`config.mk`:
```
export PLATFORM = sky130hd
export DESIGN_NAME = qph_fifo
export DESIGN_NICKNAME = d
export VERILOG_FILES = /design/src/rtl/qph_fifo.sv
export SDC_FILE = /design/constraint.sdc
export NUM_CORES = 1
export LEC_CHECK = 0
export BUFFER_PORTS_ARGS = -buffer_cell sky130_fd_sc_hd__clkbuf_2
export CAP_MARGIN = 15
export CORE_MARGIN = 4
export CORE_UTILIZATION = 49
export CTS_CLUSTER_DIAMETER = 120
export CTS_CLUSTER_SIZE = 20
export DETAILED_ROUTE_END_ITERATION = 10
export PLACE_DENSITY_LB_ADDON = 0.1
export SKIP_LAST_GASP = 1
export SLEW_MARGIN = 20
export SYNTH_ARGS = -nofsm -noshare
export SYNTH_HDL_FRONTEND = slang
export SYNTH_SLANG_ARGS = --single-unit
```
`constraint.sdc`:
```
create_clock -name i_clk -period 1.6 [get_ports i_clk]
set_input_delay 0.4 -clock i_clk [delete_from_list [all_inputs] [get_ports i_clk]]
set_output_delay 0.4 -clock i_clk [all_outputs]
set_load 0.05 [all_outputs]
```
`src/rtl/qph_fifo.sv`:
```
// Two-entry job queue between front and back end.
module qph_fifo #(
    parameter int unsigned WIDTH = 8
) (
    input  logic             i_clk,
    input  logic             i_rst_n,
    input  logic             i_push,
    input  logic [WIDTH-1:0] i_data,
    input  logic             i_pop,
    output logic [WIDTH-1:0] o_data,
    output logic             o_full,
    output logic             o_empty
);
    logic [WIDTH-1:0] r_mem [2];
    logic             r_wp;
    logic             r_rp;
    logic [1:0]       r_cnt;

    assign o_full  = (r_cnt == 2'd2);
    assign o_empty = (r_cnt == 2'd0);
    assign o_data  = r_mem[r_rp];

    always_ff @(posedge i_clk) begin
        if (i_push) begin
            r_mem[r_wp] <= i_data;
        end
    end

    always_ff @(posedge i_clk) begin
        if (!i_rst_n) begin
            r_wp  <= 1'b0;
            r_rp  <= 1'b0;
            r_cnt <= 2'd0;
        end else begin
            if (i_push) begin
                r_wp <= ~r_wp;
            end
            if (i_pop) begin
                r_rp <= ~r_rp;
            end
            r_cnt <= r_cnt + 2'(i_push) - 2'(i_pop);
        end
    end
endmodule

```
==> impl_metrics.tcl <==
set metrics [dict create \
    r2r_slack_ns 0.39 \
    multi_input_area_um2 237.7 \
    wl_met1_um 476 \
    syn_to_final_growth_pct 34.84 \
    cpMaxStageDelayCell "dfxtp_4" \
    routed_via_density 4.805 \
    syn_nets 60 \
    path_buf_inv 1 \
    final_util_pct 70.85 \
    fp.dieH_um 48.43 \
    drc_errors 0 \
    p_leak_nw 0.4590 \
    wl_per_cell_um 12.69 \
    core_area_um2 1524 \
    holdWs_ns 0.2876 \
    postSynthAreaPerCell_um2 17.41 \
    ant_nets 0 \
    cts_made_buffers 3 \
    wl_um 1104 \
    worstReg2RegStart "r_cnt[0]$_SDFF_PN0_" \
    required_ns 1.20 \
    r2r_end "r_cnt[1]$_SDFF_PN0_" \
    cts_root_buf "clkbuf_4" \
    synthDistinctLibCells 12 \
    min_period_over_period_pct 102.7 \
    path_clk_slew_ns 0.11 \
    ios 22 \
    violations "negative setup slack" \
    syn_area_um2 800.8 \
    tightest_slew_ns 0.3846 \
    seqCellArea_um2 584.3 \
    h-tree-depth 1 \
    drtIter0Drc 4 \
    startpoint_type "flip-flop" \
    antenna_found_initial 0 \
    hold_viol_final 0 \
    hold_path.class "primary input to flip-flop" \
    relSlewSlack_pct 74.36 \
    fill_cells 101 \
    crit_family "flip-flops" \
    postCtsHoldBufs 0 \
    layout_commonest_cell "edfxtp_1" \
    clock.fmax_mhz 608.7 \
    portBuffers 21 \
    placementRows 14 \
    clkSinkCount 21 \
    end_kind "output pin" \
    cp_max_fo 8 \
    nNetsFinal 86 \
    initial_utilization_pct 52.55 \
    power_density_nw_per_um2 1144 \
    fp.dieW_um 48.43 \
    ys_seq_elements 21 \
    reg2reg_depth 6 \
    syn-instance-count 46 \
    grt_max_degree 13 \
    fin_worst_skew_ns 0.007796 \
    num_vias 418 \
    min_path_cells 1 \
    dr.pass1.iters 4 \
    final_cell_mix "edfxtp_1 (16), clkbuf_2 (13), mux2_4 (8), buf_8 (7)" \
    fin_crit_ns 1.643 \
    rsz0062_at_grt "true" \
    status "finished, violations left" \
    whs_endpoint "r_mem[1][7]$_DFFE_PP_" \
    gp_congestion 0.6689 \
    hp-start "i_data[7]" \
    maxSlewViolCount 0 \
    cap_viol_max_count 0 \
    worstPathCellList "mux2_4 -> clkbuf_16" \
    synth_warnings 0 \
    antenna_cells 0 \
    final.setup.tns_ns -0.1998 \
    die_area_um2 2345 \
    grt_pass1_wl_um 1897 \
    clk_path_buf_depth 2 \
    yosysSeqAreaShare_pct 72.50 \
    drive_above_1_share_pct 49.30 \
    dr_wl_met2_um 555 \
    top_layer_used "met3" \
    arrival_ns 1.24 \
    setup_violations 8 \
    overflow 0 \
    route.met3.wl_um 72 \
    clk_latency_ns 0.29 \
    critical_path_class "flip-flop to output pin" \
    ir_drop_mv 0.7011 \
    cpPeakStageDelay_ns 0.45 \
    tritoncts "built" \
    grt_pass1_vias 423 \
    setup_ws_ns -0.04291 \
    grt_use_total_pct 10.08 \
]
[worst register-to-register path, stage by stage (launching register included)]
cell,delay [ns]
dfxtp_1,0.36
inv_1,0.05
ha_1,0.26
inv_1,0.05
ha_1,0.14
xnor3_1,0.20
nor2b_1,0.10
[stage by stage]
stage               std cells  setup slack (ns)  area, um2  total power, mW
floorplan                  46            0.1319      800.8           0.8775
global placement           83           0.08158      928.4           0.9380
detailed placement         83           0.05359      928.4           0.9419
CTS                        87          -0.06815       1071            1.240
global route               87           -0.1115       1080            1.303
finish                     87          -0.04291       1080            1.235
[sequential cells by signal, summed over array words and instances, names as in the netlist, named ones only]
| register | flops |
|---|---|
| r_cnt | 2 |
| r_rp | 1 |
| r_mem | 16 |
| r_wp | 1 |
[Yosys cell counts]
cell type   n  area, um2
ha_1        2      25.02
nor2_1      1      3.750
inv_1       2      7.510
edfxtp_1   16      480.5
nor2b_1     4      25.02
o21a_1      1      7.510
buf_2       1      5.000
xnor3_1     1      22.52
mux2_2      8      90.09
dfxtp_1     5      100.1
xor2_1      1      8.760
and2_1      4      25.02
[what timing repair did]
item                       CTS  global route
setup endpoints to repair    8             8
gates cloned                 0             0
gates resized for setup     27             7
setup buffers                0             0
[layout make-up]
cell class | count | area share (%)
Sequential cell | 21 | 54.11
Multi-Input combinational cell | 22 | 22.02
Timing Repair Buffer | 22 | 18.77
Clock buffer | 3 | 2.086
Tap cell | 16 | 1.854
Inverter | 2 | 0.6952
Clock inverter | 1 | 0.4635
[kinds of logic (layout without fill, tap and decap cells)]
family	after synthesis	after routing	synth area share [%]
flip-flops	21	21	72.50
AND/OR/NAND/NOR	9	9	6.717
multiplexers	8	8	11.25
buffers and inverters	3	28	1.562
adder cells (fa/ha/maj)	2	2	3.125
XOR/XNOR	2	2	3.906
AO/OA/AOI/OAI	1	1	0.9378
[worst max-delay path by stage]
stage	from	endpoint	slack [ns]	cells past startpoint
global placement	flip-flop	o_data[2]	0.08	2
global route	flip-flop	o_data[7]	-0.11	2
finish	flip-flop	o_data[7]	-0.04	2
floorplan	r_cnt[1]$_SDFF_PN0_	o_full	0.13	1
CTS	flip-flop	o_data[7]	-0.07	2
detailed placement	flip-flop	o_data[6]	0.05	2
[where the power goes]
| part | total [mW] | switching (mW) | leakage [nW] | internal (mW) |
|---|---|---|---|---|
| clock network | 0.238 | 0.145 | 0.0177 | 0.0928 |
| logic | 0.342 | 0.188 | 0.249 | 0.154 |
| registers | 0.655 | 0.0268 | 0.192 | 0.628 |
| total | 1.23 | 0.360 | 0.459 | 0.875 |
[per-layer routing]
metal | GRT usage (%) | vias to the layer above
li1 | - | 213
met1 | 13.59 | 193
met2 | 16.30 | 12
met3 | 3.067 | 0
met4 | 1.382 | 0
met5 | 0 | -
Note: power is estimated with default switching activity, not from simulation.
